$ cat config.mk
export PLATFORM = sky130hd
export DESIGN_NAME = lsh_queue
export DESIGN_NICKNAME = d
export VERILOG_FILES = /design/src/hdl/lsh_pkg.sv /design/src/hdl/lsh_queue.sv
export VERILOG_INCLUDE_DIRS = /design/src /design/src/hdl
export SDC_FILE = /design/constraint.sdc
export NUM_CORES = 1
export LEC_CHECK = 0
export ABC_AREA = 0
export BUFFER_PORTS_ARGS = -buffer_cell sky130_fd_sc_hd__buf_4
export CELL_PAD_IN_SITES_DETAIL_PLACEMENT = 1
export CELL_PAD_IN_SITES_GLOBAL_PLACEMENT = 1
export CORE_MARGIN = 3
export CORE_UTILIZATION = 54
export DETAILED_ROUTE_END_ITERATION = 8
export GPL_TIMING_DRIVEN = 0
export PLACE_DENSITY = 0.88
export SYNTH_ARGS = -nofsm -noshare
export SYNTH_HDL_FRONTEND = slang
export SYNTH_SLANG_ARGS = --single-unit
$ cat constraint.sdc
create_clock -name aclk -period 8.3 [get_ports aclk]
set_input_delay 1.66 -clock aclk [delete_from_list [all_inputs] [get_ports aclk]]
set_output_delay 1.66 -clock aclk [all_outputs]
set_load 0.005 [all_outputs]
$ cat src/hdl/laplacian_sharpen_3x3_macros.svh
// ----------------------------------------------------------------------------
// laplacian_sharpen_3x3 assertion macros
// Concurrent assertion wrappers, compiled out for synthesis.
// ----------------------------------------------------------------------------
`ifndef LAPLACIAN_SHARPEN_3X3_MACROS_SVH
`define LAPLACIAN_SHARPEN_3X3_MACROS_SVH

`ifndef SYNTHESIS
// property checked on every clock edge outside reset
`define LSH_ASSERT(lbl, clk, rstn, prop, msg) \
    lbl: assert property (@(posedge clk) disable iff (!(rstn)) (prop)) else $error(msg);
// consequent checked in the cycle after the antecedent
`define LSH_ASSERT_NEXT(lbl, clk, rstn, ante, cons, msg) \
    lbl: assert property (@(posedge clk) disable iff (!(rstn)) (ante) |=> (cons)) \
        else $error(msg);
`else
`define LSH_ASSERT(lbl, clk, rstn, prop, msg)
`define LSH_ASSERT_NEXT(lbl, clk, rstn, ante, cons, msg)
`endif

`endif

$ cat src/hdl/lsh_pkg.sv
// ----------------------------------------------------------------------------
// lsh_pkg
// Types and constants shared by the 3x3 Laplacian sharpening filter.
// ----------------------------------------------------------------------------
`default_nettype none

package lsh_pkg;

    localparam int MAX_WIDTH = 512;
    localparam int PIX_W     = 8;
    localparam int COL_W     = $clog2(MAX_WIDTH);
    localparam int WID_W     = 10;
    localparam int HGT_W     = 12;
    localparam int ROW_W     = 12;
    localparam int INROW_W   = HGT_W + 1;
    localparam int LINE_W    = 2 * PIX_W;
    localparam int CFG_W     = 12;
    localparam int ACC_W     = 15;

    localparam int QDEPTH    = 4;
    localparam int QPTR_W    = $clog2(QDEPTH);
    localparam int QCNT_W    = $clog2(QDEPTH + 1);

    localparam logic [WID_W-1:0] WIDTH_RESET  = WID_W'(352);
    localparam logic [HGT_W-1:0] HEIGHT_RESET = HGT_W'(288);

    localparam int CENTER_GAIN = 22;
    localparam int EDGE_GAIN   = 4;
    localparam int OUT_OFFSET  = 127;
    localparam int PIX_MAX     = 255;

    // register indexes
    localparam logic REG_FRAME_WIDTH  = 1'b0;
    localparam logic REG_FRAME_HEIGHT = 1'b1;

    // [row][col], row 0 is the top, col 0 the left
    typedef logic [2:0][2:0][PIX_W-1:0] lsh_win_t;

    typedef struct packed {
        logic top;
        logic bottom;
        logic left;
        logic right;
    } lsh_mask_t;

    typedef struct packed {
        logic             emit;
        lsh_mask_t        mask;
        logic [ROW_W-1:0] row;
        logic [COL_W-1:0] col;
        logic             fe;
    } lsh_info_t;

    typedef struct packed {
        lsh_win_t         win;
        logic [ROW_W-1:0] row;
        logic [COL_W-1:0] col;
        logic             fe;
    } lsh_entry_t;

    typedef struct packed {
        logic              valid;
        lsh_entry_t        entry;
    } lsh_push_t;

    typedef struct packed {
        logic [QCNT_W-1:0] count;
    } lsh_qstat_t;

endpackage

`default_nettype wire

$ cat src/hdl/lsh_queue.sv
// ----------------------------------------------------------------------------
// lsh_queue
// Short FIFO of neighbourhood entries between the front and the back.
// ----------------------------------------------------------------------------
`default_nettype none
`include "laplacian_sharpen_3x3_macros.svh"

module lsh_queue (
    input  wire logic               aclk,
    input  wire logic               aresetn,
    input  wire lsh_pkg::lsh_push_t push,
    input  wire logic               pop,
    output logic                    q_valid,
    output lsh_pkg::lsh_entry_t     q_data,
    output lsh_pkg::lsh_qstat_t     qstat
);

    lsh_pkg::lsh_entry_t         entries_reg [lsh_pkg::QDEPTH];
    logic [lsh_pkg::QPTR_W-1:0]  wr_ptr_reg, rd_ptr_reg;
    logic [lsh_pkg::QCNT_W-1:0]  count_reg, count_next;

    assign q_valid     = (count_reg != '0);
    assign q_data      = entries_reg[rd_ptr_reg];
    assign qstat.count = count_reg;

    always_comb begin
        count_next = count_reg;
        if (push.valid && !pop) begin
            count_next = count_reg + lsh_pkg::QCNT_W'(1);
        end else if (!push.valid && pop) begin
            count_next = count_reg - lsh_pkg::QCNT_W'(1);
        end
    end

    always_ff @(posedge aclk) begin
        if (!aresetn) begin
            wr_ptr_reg <= '0;
            rd_ptr_reg <= '0;
            count_reg  <= '0;
        end else begin
            if (push.valid) begin
                wr_ptr_reg <= wr_ptr_reg + lsh_pkg::QPTR_W'(1);
            end
            if (pop) begin
                rd_ptr_reg <= rd_ptr_reg + lsh_pkg::QPTR_W'(1);
            end
            count_reg <= count_next;
        end
    end

    always_ff @(posedge aclk) begin
        if (push.valid) begin
            entries_reg[wr_ptr_reg] <= push.entry;
        end
    end

    `LSH_ASSERT(a_no_overflow, aclk, aresetn, !push.valid || pop || (count_reg != lsh_pkg::QCNT_W'(lsh_pkg::QDEPTH)), "queue overflow")
    `LSH_ASSERT(a_no_underflow, aclk, aresetn, !pop || (count_reg != '0), "queue underflow")

endmodule

`default_nettype wire

# Word-level counts from Yosys, hierarchy flattened
# Memories as Yosys holds them, arrays and structs flattened. A register that Yosys moved wholly into a read port is not among the register bits.
# Index checks and enable logic that the tools add are counted.
classes:
  muxes: 6
  n_reduce_logical: 6
  addsub: 4
ops:
  columns: ["op", "count"]
  rows:
  - ["3-bit two-way mux", 2]
  - ["2-bit by 1-bit adder with 2-bit output (second input constant)", 2]
  - ["2-bit two-way mux", 2]
  - ["3-bit by 1-bit adder with 3-bit output (second input constant)", 1]
  - ["3-bit nonzero test", 1]
  - ["3-bit by 1-bit subtractor with 3-bit output (second input constant)", 1]
  - ["1-bit logical AND", 2]
  - ["1-bit logical NOT", 2]
  - ["1-bit two-way mux", 2]
  - ["2-bit nonzero test", 1]
totals:
  mem_bits_rw: 376
  n_memories: 1
  elab_cells: 20
  ff_bits: 7
  out_inout_bits: 98
mem_list:
  columns: ["memory", "depth", "word_bits", "rd", "rd_ports_with_merged_regs", "write_ports", "line_no", "rtl"]
  rows:
  - ["entries_reg", 4, 94, 1, 1, 1, "lsh_queue.sv:18", "lsh_pkg::lsh_entry_t entries_reg [lsh_pkg::QDEPTH];"]

# Depth between registers and ports, before layout
logic_depth:
  ltp_word: 4
  ltp_mapped: 7
  ltp_nobuf: 7

# Worst setup path before layout
# Ideal clock, no wire load.
synth_timing:
  path_kind: "input to register"
  startpoint: "input port push[94] (netlist name)"
  endpoint: "memory entries_reg[0][0] (netlist name), enable pin"
  path_stages: 1
  setup_slack_ns: 4.002
  arrival_time_ns: 3.835
  path_cell_list: "and2_1"
synth_between:
  elab_chain_len: 2
synth_lines:
  columns: ["element", "line_no", "rtl"]
  rows:
  - ["start, declared", "lsh_queue.sv:11", "input wire lsh_pkg::lsh_push_t push,"]
  - ["1-bit two-way mux", "lsh_queue.sv:52", "if (push.valid) begin"]
  - ["1-bit two-way mux (not written as such)", "lsh_queue.sv:53", "entries_reg[wr_ptr_reg] <= push.entry;"]
  - ["end, declared", "lsh_queue.sv:18", null]
# No other way between the ends.

==> flow_summary.ini <==
[outcome]
run_status = finished, final reports clean

[timing]
max_freq_ghz = 0.263
clock-skew-final_ps = 17.1
final-setup-viol-count = 0
timing_hold_violations_final = 0
timing_worst_slew_pin_value_ps = 894
fin_tns_setup_ps = 0
hold_ws_ps = 552
maxSlewHeadroom_pct = 40.4
timing_max_transition_violations_final = 0
timing.final.crit_period_ps = 3810
share_of_the_clock_period_used_by_the_worst_path_after_layout_pct = 45.9
grt_setup_unrepaired = no

[detailed_routing]
drt-wirelength-per-cell_um = 27.1
remaining_drc_errors = 0
route.detailed.vias_per_inst = 5.78
wirelength_mm = 30.7
ant_nets = 0
drt_pre_antenna_iters = 5
drt_iter0_drc = 619
routed-via-count = 6553

[synth]
synth.ff_latch_count = 385
yosys-mux-area-fraction_pct = 15.2
netlist_area_pre_place_um2 = 14100
yosys-top-cells-area = edfxtp_1 (80%), mux4_2 (15%), dfxtp_1 (1.3%), buf_12 (1.0%), ha_1 (0.44%)
synth_simple_gate_area_share_pct = 0.605
post_synth_adder_cell_area_pct = 0.587
ys.warnings.count = 0
synth-compound-area-share_pct = 0.0889
xor_xnor_portion_of_the_synthesized_cell_area_pct = 0.311
post_synth_inst_count = 533
ys_seq_area_share_pct = 81.5
synth_area_leader_cell = edfxtp_1
syn-num-nets = 637
synthDominantCellAreaShare_pct = 80.3
synthesized_area_divided_by_synthesized_cell_count_um2 = 26.4
largest_family_of_logic_cells_by_synthesized_area = multiplexers
count_of_different_cell_masters_after_synthesis = 20

[layout]
largest_reg_flops = 376
final.fill_count = 1968
sequential_cell_area_um2 = 11500
most_common_library_cell_in_the_layout_ignoring_fill_and_taps = edfxtp_1
drive_gt1_share_pct = 46.1
syn_to_final_growth_pct = 23.3
antenna-diode-count = 0
multi_input_comb_area_um2 = 2370
finish.net_count = 878
most_frequent_cells_in_the_layout = edfxtp_1 (376), buf_4 (198), mux4_2 (94), clkbuf_16 (41), clkbuf_1 (10)
layout.cells.non_filler = 1133

[clock_network]
numCtsBuffers = 40
clock_tree.buffer_depth = 3
cts_sinks = 385
clock_tree.root_cell = clkbuf_16
worst_skew_pair.late_latency_ps = 520
tritoncts_clock_tree = yes
post_cts.resized_instances = 0
clock_tree.htree_level_count = 2
cts.repair_timing.setup_buffer_count = 0
path_clk_slew_ps = 60
hold_buffers = 0

[critical_path]
timing.critical_path.arrival_ps = 2150
timing.rr.end = entries_reg[0][62]
timing.setup.critical_path_class = flip-flop to primary output
worst_setup_path_start_kind = flip-flop
worst-path-max-fanout = 10
endpoint = q_data[81]
reg2reg_depth = 4
end_kind = primary output
rrSetupSlack_ps = 6250
worstReg2RegStart = wr_ptr_reg[0]
worstPathRequired_ps = 6640

[placed_design]
number_of_cells_after_detailed_placement = 1062
dp_hpwl_mm = 19.2
port_buffers = 195
routabilityCongestion = 0.723

[global_route]
grt_max_degree = 56
grt_total_usage_pct = 22.3
antenna_violations_before_repair = 0
grt_first_pass_wirelength_mm = 46.8
grt_pass1_vias = 7313
grt-ovfl-total = 0

[die]
die-area_um2 = 28000
core_region_area_um2 = 25400
initial_core_util_pct = 55.4
die_w_um = 167
chipHeight_um = 167
design.portCount = 196
placementRows = 58

[run]
maxCapViolCount = 0

[power_and_ir_drop]
power_leakage_nw = 5.91
power.density_nw_per_um2 = 258
ir_worst_vdd_mv = 0.230

[hold_path]
min-delay-path-class = flip-flop to flip-flop
-- synth_stat cells --
master / n
buf_6: 1
buf_12: 7
nor2b_1: 2
xnor2_1: 2
inv_1: 4
ha_1: 5
mux2i_1: 2
buf_1: 3
or3_1: 2
edfxtp_1: 376
and2_1: 9
mux4_2: 94
dfxtp_1: 9
fa_1: 1
buf_2: 7
xor2_1: 3
buf_4: 3
a21boi_0: 1
o21ai_0: 1
nand2_1: 1
-- metal layers --
layer / track usage (%) / share of wire [%] / vias up
met5: 0 / 0 / -
met3: 4.98 / 6.5 / 56
met4: 6.30 / 2.4 / 0
met2: 38.6 / 52 / 247
met1: 28.9 / 39 / 3474
li1: - / - / 2776
-- worst min path at each step --
stage              from  endpoint  slack, ps  cells past startpoint
2_1_floorplan  qstat[2]  qstat[2]        490                      2
3_3_place_gp   qstat[2]  qstat[2]        500                      2
3_5_place_dp   qstat[2]  qstat[2]        550                      2
4_1_cts        qstat[2]  qstat[2]        560                      2
5_1_grt        qstat[2]  qstat[2]        590                      2
6_report       qstat[2]  qstat[2]        550                      2
-- cell type report --
cell class / count / area share (%)
Tap cell: 330 / 2.38
Multi-Input combinational cell: 123 / 13.7
Timing Repair Buffer: 199 / 9.07
Inverter: 4 / 0.0865
Buffer: 21 / 1.27
Sequential cell: 385 / 66.1
Clock buffer: 51 / 6.13
Clock inverter: 20 / 1.28
-- cells by family after synthesis --
logic type / after synthesis
AND/OR/NAND/NOR: 14
adder cells (fa/ha/maj): 6
multiplexers: 96
XOR/XNOR: 5
buffers and inverters: 25
flip-flops: 385
AO/OA/AOI/OAI: 2
-- where the power goes --
| group | internal [mW] | switching [mW] | total (mW) |
|---|---|---|---|
| registers | 2.23 | 0.0292 | 2.26 |
| logic | 0.253 | 0.216 | 0.469 |
| clock network | 1.06 | 0.687 | 1.75 |
| total | 3.55 | 0.932 | 4.48 |
-- per-stage QoR --
step                      utilization [%]  cell area, µm²  setup WS (ps)  power, mW
after CTS                            68.3           17400           4400       4.53
after global placement               62.8           15900           2380       2.74
after global routing                 68.3           17400           4360       4.65
final                                68.3           17400           4490       4.48
after detailed placement             63.2           16100           4970       2.77
after floorplan                         -           14100           4000       2.52
-- worst max-delay path, cell delays in order, from the launching register on --
cell     delay (ps)
dfxtp_1         420
buf_2           320
buf_2           340
mux4_2          390
buf_4           160
Note: power is estimated with default switching activity, not from simulation.
