File: config.mk
export PLATFORM = sky130hd
export DESIGN_NAME = lsh_back
export DESIGN_NICKNAME = d
export VERILOG_FILES = /design/src/hdl/laplacian_sharpen_3x3_macros.svh /design/src/hdl/lsh_pkg.sv /design/src/hdl/lsh_back.sv
export SDC_FILE = /design/constraint.sdc
export NUM_CORES = 1
export LEC_CHECK = 0
export BUFFER_PORTS_ARGS = -buffer_cell sky130_fd_sc_hd__buf_2
export CAP_MARGIN = 20
export CORE_UTILIZATION = 30
export DETAILED_ROUTE_END_ITERATION = 10
export GPL_ROUTABILITY_DRIVEN = 0
export GPL_TIMING_DRIVEN = 0
export SLEW_MARGIN = 20
export SYNTH_ARGS = -nofsm -noshare
export SYNTH_HDL_FRONTEND = slang
export SYNTH_SLANG_ARGS = --single-unit
File: constraint.sdc
create_clock -name aclk -period 7 [get_ports aclk]
set_input_delay 0.7 -clock aclk [delete_from_list [all_inputs] [get_ports aclk]]
set_output_delay 0.7 -clock aclk [all_outputs]
set_load 0.02 [all_outputs]
File: src/hdl/laplacian_sharpen_3x3_macros.svh
// ----------------------------------------------------------------------------
// laplacian_sharpen_3x3 assertion macros
// Concurrent assertion wrappers, compiled out for synthesis.
// ----------------------------------------------------------------------------
`ifndef LAPLACIAN_SHARPEN_3X3_MACROS_SVH
`define LAPLACIAN_SHARPEN_3X3_MACROS_SVH

`ifndef SYNTHESIS
// property checked on every clock edge outside reset
`define LSH_ASSERT(lbl, clk, rstn, prop, msg) \
    lbl: assert property (@(posedge clk) disable iff (!(rstn)) (prop)) else $error(msg);
// consequent checked in the cycle after the antecedent
`define LSH_ASSERT_NEXT(lbl, clk, rstn, ante, cons, msg) \
    lbl: assert property (@(posedge clk) disable iff (!(rstn)) (ante) |=> (cons)) \
        else $error(msg);
`else
`define LSH_ASSERT(lbl, clk, rstn, prop, msg)
`define LSH_ASSERT_NEXT(lbl, clk, rstn, ante, cons, msg)
`endif

`endif

File: src/hdl/lsh_pkg.sv
// ----------------------------------------------------------------------------
// lsh_pkg
// Types and constants shared by the 3x3 Laplacian sharpening filter.
// ----------------------------------------------------------------------------
`default_nettype none

package lsh_pkg;

    localparam int MAX_WIDTH = 512;
    localparam int PIX_W     = 8;
    localparam int COL_W     = $clog2(MAX_WIDTH);
    localparam int WID_W     = 10;
    localparam int HGT_W     = 12;
    localparam int ROW_W     = 12;
    localparam int INROW_W   = HGT_W + 1;
    localparam int LINE_W    = 2 * PIX_W;
    localparam int CFG_W     = 12;
    localparam int ACC_W     = 15;

    localparam int QDEPTH    = 4;
    localparam int QPTR_W    = $clog2(QDEPTH);
    localparam int QCNT_W    = $clog2(QDEPTH + 1);

    localparam logic [WID_W-1:0] WIDTH_RESET  = WID_W'(352);
    localparam logic [HGT_W-1:0] HEIGHT_RESET = HGT_W'(288);

    localparam int CENTER_GAIN = 22;
    localparam int EDGE_GAIN   = 4;
    localparam int OUT_OFFSET  = 127;
    localparam int PIX_MAX     = 255;

    // register indexes
    localparam logic REG_FRAME_WIDTH  = 1'b0;
    localparam logic REG_FRAME_HEIGHT = 1'b1;

    // [row][col], row 0 is the top, col 0 the left
    typedef logic [2:0][2:0][PIX_W-1:0] lsh_win_t;

    typedef struct packed {
        logic top;
        logic bottom;
        logic left;
        logic right;
    } lsh_mask_t;

    typedef struct packed {
        logic             emit;
        lsh_mask_t        mask;
        logic [ROW_W-1:0] row;
        logic [COL_W-1:0] col;
        logic             fe;
    } lsh_info_t;

    typedef struct packed {
        lsh_win_t         win;
        logic [ROW_W-1:0] row;
        logic [COL_W-1:0] col;
        logic             fe;
    } lsh_entry_t;

    typedef struct packed {
        logic              valid;
        lsh_entry_t        entry;
    } lsh_push_t;

    typedef struct packed {
        logic [QCNT_W-1:0] count;
    } lsh_qstat_t;

endpackage

`default_nettype wire

File: src/hdl/lsh_back.sv
// ----------------------------------------------------------------------------
// lsh_back
// Applies the sharpening kernel to the queue head, clamps, and drives the
// output register.
// ----------------------------------------------------------------------------
`default_nettype none

module lsh_back (
    input  wire logic                aclk,
    input  wire logic                aresetn,
    input  wire logic                q_valid,
    input  wire lsh_pkg::lsh_entry_t q_data,
    output logic                     pop,
    output logic                     m_tvalid,
    input  wire logic                m_tready,
    output logic [31:0]              m_tdata,
    output logic                     m_tlast
);

    logic                             m_valid_reg;
    logic [lsh_pkg::PIX_W-1:0]        sharp_reg, sharp_next;
    logic [lsh_pkg::ROW_W-1:0]        row_reg;
    logic [lsh_pkg::COL_W-1:0]        col_reg;
    logic                             last_reg;

    logic [lsh_pkg::ACC_W-1:0]        pos_sum, neg_sum;
    logic [lsh_pkg::PIX_W+1:0]        edge_sum, corner_sum;
    logic signed [lsh_pkg::ACC_W-1:0] acc;

    assign pop = q_valid && (!m_valid_reg || m_tready);

    always_comb begin
        edge_sum   = (lsh_pkg::PIX_W+2)'(q_data.win[0][1]) + (lsh_pkg::PIX_W+2)'(q_data.win[2][1])
                   + (lsh_pkg::PIX_W+2)'(q_data.win[1][0]) + (lsh_pkg::PIX_W+2)'(q_data.win[1][2]);
        corner_sum = (lsh_pkg::PIX_W+2)'(q_data.win[0][0]) + (lsh_pkg::PIX_W+2)'(q_data.win[0][2])
                   + (lsh_pkg::PIX_W+2)'(q_data.win[2][0]) + (lsh_pkg::PIX_W+2)'(q_data.win[2][2]);
        pos_sum    = lsh_pkg::ACC_W'(q_data.win[1][1]) * lsh_pkg::ACC_W'(lsh_pkg::CENTER_GAIN)
                   + lsh_pkg::ACC_W'(lsh_pkg::OUT_OFFSET);
        neg_sum    = lsh_pkg::ACC_W'(edge_sum) * lsh_pkg::ACC_W'(lsh_pkg::EDGE_GAIN)
                   + lsh_pkg::ACC_W'(corner_sum);
        acc        = $signed(pos_sum - neg_sum);
        // clamp to byte range
        if (acc < 0) begin
            sharp_next = '0;
        end else if (acc > lsh_pkg::ACC_W'(lsh_pkg::PIX_MAX)) begin
            sharp_next = lsh_pkg::PIX_W'(lsh_pkg::PIX_MAX);
        end else begin
            sharp_next = acc[lsh_pkg::PIX_W-1:0];
        end
    end

    always_ff @(posedge aclk) begin
        if (!aresetn) begin
            m_valid_reg <= 1'b0;
        end else if (pop) begin
            m_valid_reg <= 1'b1;
        end else if (m_tready) begin
            m_valid_reg <= 1'b0;
        end
    end

    always_ff @(posedge aclk) begin
        if (pop) begin
            sharp_reg <= sharp_next;
            row_reg   <= q_data.row;
            col_reg   <= q_data.col;
            last_reg  <= q_data.fe;
        end
    end

    assign m_tvalid = m_valid_reg;
    assign m_tdata  = {3'b000, col_reg, row_reg, sharp_reg};
    assign m_tlast  = last_reg;

endmodule

`default_nettype wire

; ---- After elaboration in Yosys (flattened, before gate mapping)
; Index checks and enable logic that the tools add are counted.
[totals]
ramBits = 0
regBits = 31
output_inout_bits = 35
mem_bits_ro = 0
latch_bits = 0
memories = 0
[classes]
addsub = 9
eq_ne = 0
n_div = 0
mul = 1
magnitude_cmp = 2
n_bitwise = 0
shift = 0
mux = 3
reduce_logical = 4
[op_table]
columns = operator, n
row1 = 10-bit by 8-bit adder with 10-bit output, 2
row2 = 9-bit by 8-bit adder with 10-bit output, 2
row3 = 8-bit by 8-bit adder with 9-bit output, 2
row4 = 15-bit by 9-bit greater-than comparator with 1-bit output (second input constant), 1
row5 = 15-bit by 1-bit < comparator with 1-bit output (second input constant), 1
row6 = 14-bit by 13-bit subtractor with 15-bit output, 1
row7 = 13-bit by 7-bit adder with 14-bit output (second input constant), 1
row8 = 12-bit by 10-bit adder with 13-bit output, 1
row9 = 8-bit by 4-bit multiplier with 12-bit output (second input constant), 1
row10 = 8-bit two-way mux, 1
row11 = 1-bit two-way mux, 2
row12 = 2-bit nonzero test, 1
row13 = 1-bit logical AND, 1
row14 = 1-bit zero test, 1
row15 = 1-bit logical OR, 1

; ---- Logic depth before layout (Yosys ltp)
[depth]
depth_word = 7
depth_mapped = 24

; ---- Worst setup path after synthesis
; No wires, ideal clock.
[synth_timing]
path_kind = input port to flip-flop
startpoint = in q_data[31] (netlist bit)
endpoint = reg sharp_reg[1] (netlist bit) (data pin)
path_buffers = 0
setup_slack_ns = -0.059
arrival_time_ns = 6.773
required_time_ns = 6.714
setup_ns = 0.286
cell_stages = 24
path_cell_list = inv_1 fa_1 inv_1 fa_1 ha_1 fa_1 a21o_1 a21oi_1 xnor2_1 fa_1 inv_1 fa_1 inv_1 fa_1 inv_1 fa_1 inv_1 ha_1 or2_0 or3_4 o22a_4 xnor2_2 o41ai_4 a41oi_1
[synth_between]
elab_chain_len = 7
word_cells_on_any_way = 8
[synth_lines]
columns = item, line
row1 = start: declaration, lsh_back.sv:12  ; input wire lsh_pkg::lsh_entry_t q_data,
row2 = 8-bit by 8-bit adder with 9-bit output *, lsh_back.sv:33  ; edge_sum = (lsh_pkg::PIX_W+2)'(q_data.win[0][1]) + (lsh_pkg::PIX_W+2)'(q_data.win[2][1])
row3 = 9-bit by 8-bit adder with 10-bit output *, lsh_back.sv:34  ; + (lsh_pkg::PIX_W+2)'(q_data.win[1][0]) + (lsh_pkg::PIX_W+2)'(q_data.win[1][2]);
row4 = 10-bit by 8-bit adder with 10-bit output *, lsh_back.sv:34
row5 = 12-bit by 10-bit adder with 13-bit output *, lsh_back.sv:40  ; + lsh_pkg::ACC_W'(corner_sum);
row6 = 14-bit by 13-bit subtractor with 15-bit output *, lsh_back.sv:41  ; acc = $signed(pos_sum - neg_sum);
row7 = 15-bit by 9-bit greater-than comparator with 1-bit output, lsh_back.sv:45  ; end else if (acc > lsh_pkg::ACC_W'(lsh_pkg::PIX_MAX)) begin
row8 = 8-bit two-way mux, lsh_back.sv:45
row9 = end signal: assignment, lsh_back.sv:64  ; sharp_reg <= sharp_next;
row10 = end: declaration, lsh_back.sv:21  ; logic [lsh_pkg::PIX_W-1:0] sharp_reg, sharp_next;
; Every way passes the cells marked *; elsewhere a longest branch is shown, timed or not.
; A chain may end at the register's enable or synchronous reset.

; ---- Worst setup path after layout
[layout_timing]
startpoint = in q_data[63] (netlist bit)
endpoint = reg sharp_reg[6] (netlist bit) (data pin)
[layout_between]
elab_chain_len = 5
word_cells_on_any_way = 6
[layout_lines]
columns = item, line
row1 = 10-bit by 8-bit adder with 10-bit output *, lsh_back.sv:34
row2 = 12-bit by 10-bit adder with 13-bit output *, lsh_back.sv:40
row3 = 14-bit by 13-bit subtractor with 15-bit output *, lsh_back.sv:41
row4 = 15-bit by 9-bit greater-than comparator with 1-bit output, lsh_back.sv:45
row5 = 8-bit two-way mux, lsh_back.sv:45
; Marks and branches as above.

==> results.md <==
* Async set-reset flop share out of synthesis at 0
* Worst-skew pair later-pin latency at 260 ps
* Initial antenna violation count at 0
* H-tree level count at 2
* Clock-pin slew on the worst setup and hold paths at 50 ps
* Worst Path Max Fanout at 8
* First-pass GRT wire length at 13300 um
* HPWL after DPL at 6660 um
* Slew @ Worst Pin at 807 ps
* Number of flops mapped to enable cells by yosys at 30
* Final WL at 7680 um
* Number of global-route vias before repair at 3239
* Vias at 3080
* Synth Instances at 395
* Max-slew headroom at 0.461
* Largest net degree at the start of global routing at 32
* CTS Buffer Depth at 2
* YS warnings at 0
* Final setup fails at 0
* MaxCap Viol Count at 0
* Xor/xnor share of the synthesized area at 0.0379
* DIE HEIGHT at 119 um
* Synth Area in Adders at 0.436
* Final hold violation count at 0
* Crit path time final at 6860 ps
* Number of distinct library cells after synthesis at 51
* Startpoint types: input pin
* Final clock skew at 1.80 ps
* Diodes inserted at 0
* Core ar. at 13300 um^2
* Drt drc at 0
* Simple-gate portion of the synthesized area at 0.0543
* CTS tree: yes
* CTS buffer count at 5
* Min-Delay Path Class: in -> reg
* Initial cell density of the core at 0.310
* All-Layer GR Usage at 0.111
* Compound-Gate Fraction of Synth Area at 0.128
* Area delta synth->final at 30.6%
* Number of core rows at 42
* Sequential area share after synthesis at 0.223
* Status: complete, no violations
* Post-synth top flop: edfxtp_1
* CTS Root Buffer Type: clkbuf_16
* Max reg flops at 12
* Hold_buf cts at 0
* Max Transition Viols Final at 0
* CP Data Arrival Time at 6840 ps
* Worst setup path class: in -> reg
* FF+latch count, synth at 31
* CP required at 6990 ps
* Final TNS setup at 0 ps
* Final nets at 755
* Util after Layout at 0.405
* Wirelength per Cell at 10.7 um
* Layout cells sized above 1 at 0.343
* Pre-Repair DR Iteration Count at 4
* Horiz. Die Dim at 119 um
* Syn Area/Cell at 10.4 um^2
* Die ar. at 14200 um^2
* Multiplexer share of the synthesized area at 0
* Gr ovfl total at 0
* Largest family of logic cells by synthesized area: adder cells
* Drt via density at 4.27
* Period utilisation layout at 0.979
* DRT iter0 DRCs at 53
* Post-route ant nets at 0
* RSZ-0062 raised after global routing: true
* Io pins at 133
* Fmax at 0.146 GHz
* # port buffers at 129
* Syn Std Cell Area at 4120 um^2
* Critical Path End Type: flip-flop
* CTS Sinks at 31
==> synthesized netlist by cell type (all sizes together) (5+ instances only) <==
master,count,area share
a21o,8,0.015
a21oi,13,0.017
a31oi,6,0.0091
edfxtp,30,0.22
fa,51,0.25
ha,62,0.19
inv,123,0.11
nor2,12,0.011
nor2b,5,0.0094
o21a,7,0.013
o21ai,7,0.0085
xnor2,11,0.025
xor2,6,0.013
==> cell families (layout without fill, tap and decap cells) <==
kind of cell    after synthesis  after routing
buf+inv                     128            276
compound gates               66             66
flops                        31             31
fa+ha+maj                   113            113
other cells                   1              3
xor+xnor                     17             17
simple gates                 39             39
==> repair_timing <==
action / 4_1_cts / 5_1_grt
setup endpoints to repair: 8 / 8
gates resized for setup: 3 / 30
gates cloned: 0 / 0
setup buffers: 10 / 3
hold endpoints to repair: 0 / 0
pin swaps: 2 / 16
==> layout by cell type (no fill, tap or decap), types with 3 or more instances in the layout <==
master and instances:
buf_4 15, xnor2_1 10, o21a_1 7, a41oi_2 4
clkbuf_16 5, edfxtp_1 30, inv_2 5, buf_6 3
ha_1 58, buf_2 127, nor2_1 12, conb_1 3
fa_1 50, a21o_1 7, nor2b_1 3, ha_4 3
xor2_1 6, nand2_1 4, inv_1 118, nor3_1 3
o21ai_0 5, a21oi_1 10, a31oi_1 6
==> worst paths after layout <==
kind	start	to	slack [ps]	depth (start not counted)
worst min register to register	m_tvalid	m_tvalid	680	2
worst max-delay path	q_data[63]	sharp_reg[6]	140	26
worst min-delay path	q_data[14]	row_reg[4]	610	1
worst max register to register	m_tvalid	row_reg[6]	5510	2
==> metrics by stage <==
step / setup WS [ps] / area (um^2) / hold slack (ps) / std cells
2_1_floorplan: 16.2 / 4130 / 709 / 397
3_3_place_gp: -388 / 5000 / 599 / 702
3_5_place_dp: -420 / 5010 / 683 / 702
4_1_cts: 47.5 / 5230 / 608 / 720
5_1_grt: -32.1 / 5380 / 603 / 721
6_report: 144 / 5380 / 612 / 721
==> worst max-delay path: stages <==
cell and delay, ps:
buf_6 70, inv_2 30, fa_1 550, inv_2 40, fa_1 510, ha_4 190
fa_2 390, a21o_1 190, a21oi_2 180, xnor2_1 110, fa_1 530, inv_1 60
fa_1 470, inv_1 50, fa_1 490, inv_2 40, fa_1 510, inv_2 50
ha_4 160, or2_1 240, or3_4 380, o22a_4 230, xnor2_4 140, o41ai_4 230
buf_6 180, a41oi_2 120
==> cell type report <==
type / count / area [um^2]
buffer: 3 / 22.5
clock buffer: 7 / 133
clock inverter: 1 / 5.00
fill: 1280 / 7910
inverter: 123 / 462
multi-input combinational: 238 / 2860
sequential: 31 / 921
tap: 176 / 220
timing repair buffer: 142 / 759
==> metal layers <==
layer / global-route usage / wire length, um / share of wire
met5: 0 / 0 / 0
met4: 0.0150 / 65 / 0.0085
met3: 0.0168 / 335 / 0.044
met2: 0.197 / 3820 / 0.50
met1: 0.145 / 3460 / 0.45
Power is left out: the tool's default activity adds up to more than one toggle a clock period on the data nets, which glitch-free logic cannot reach.
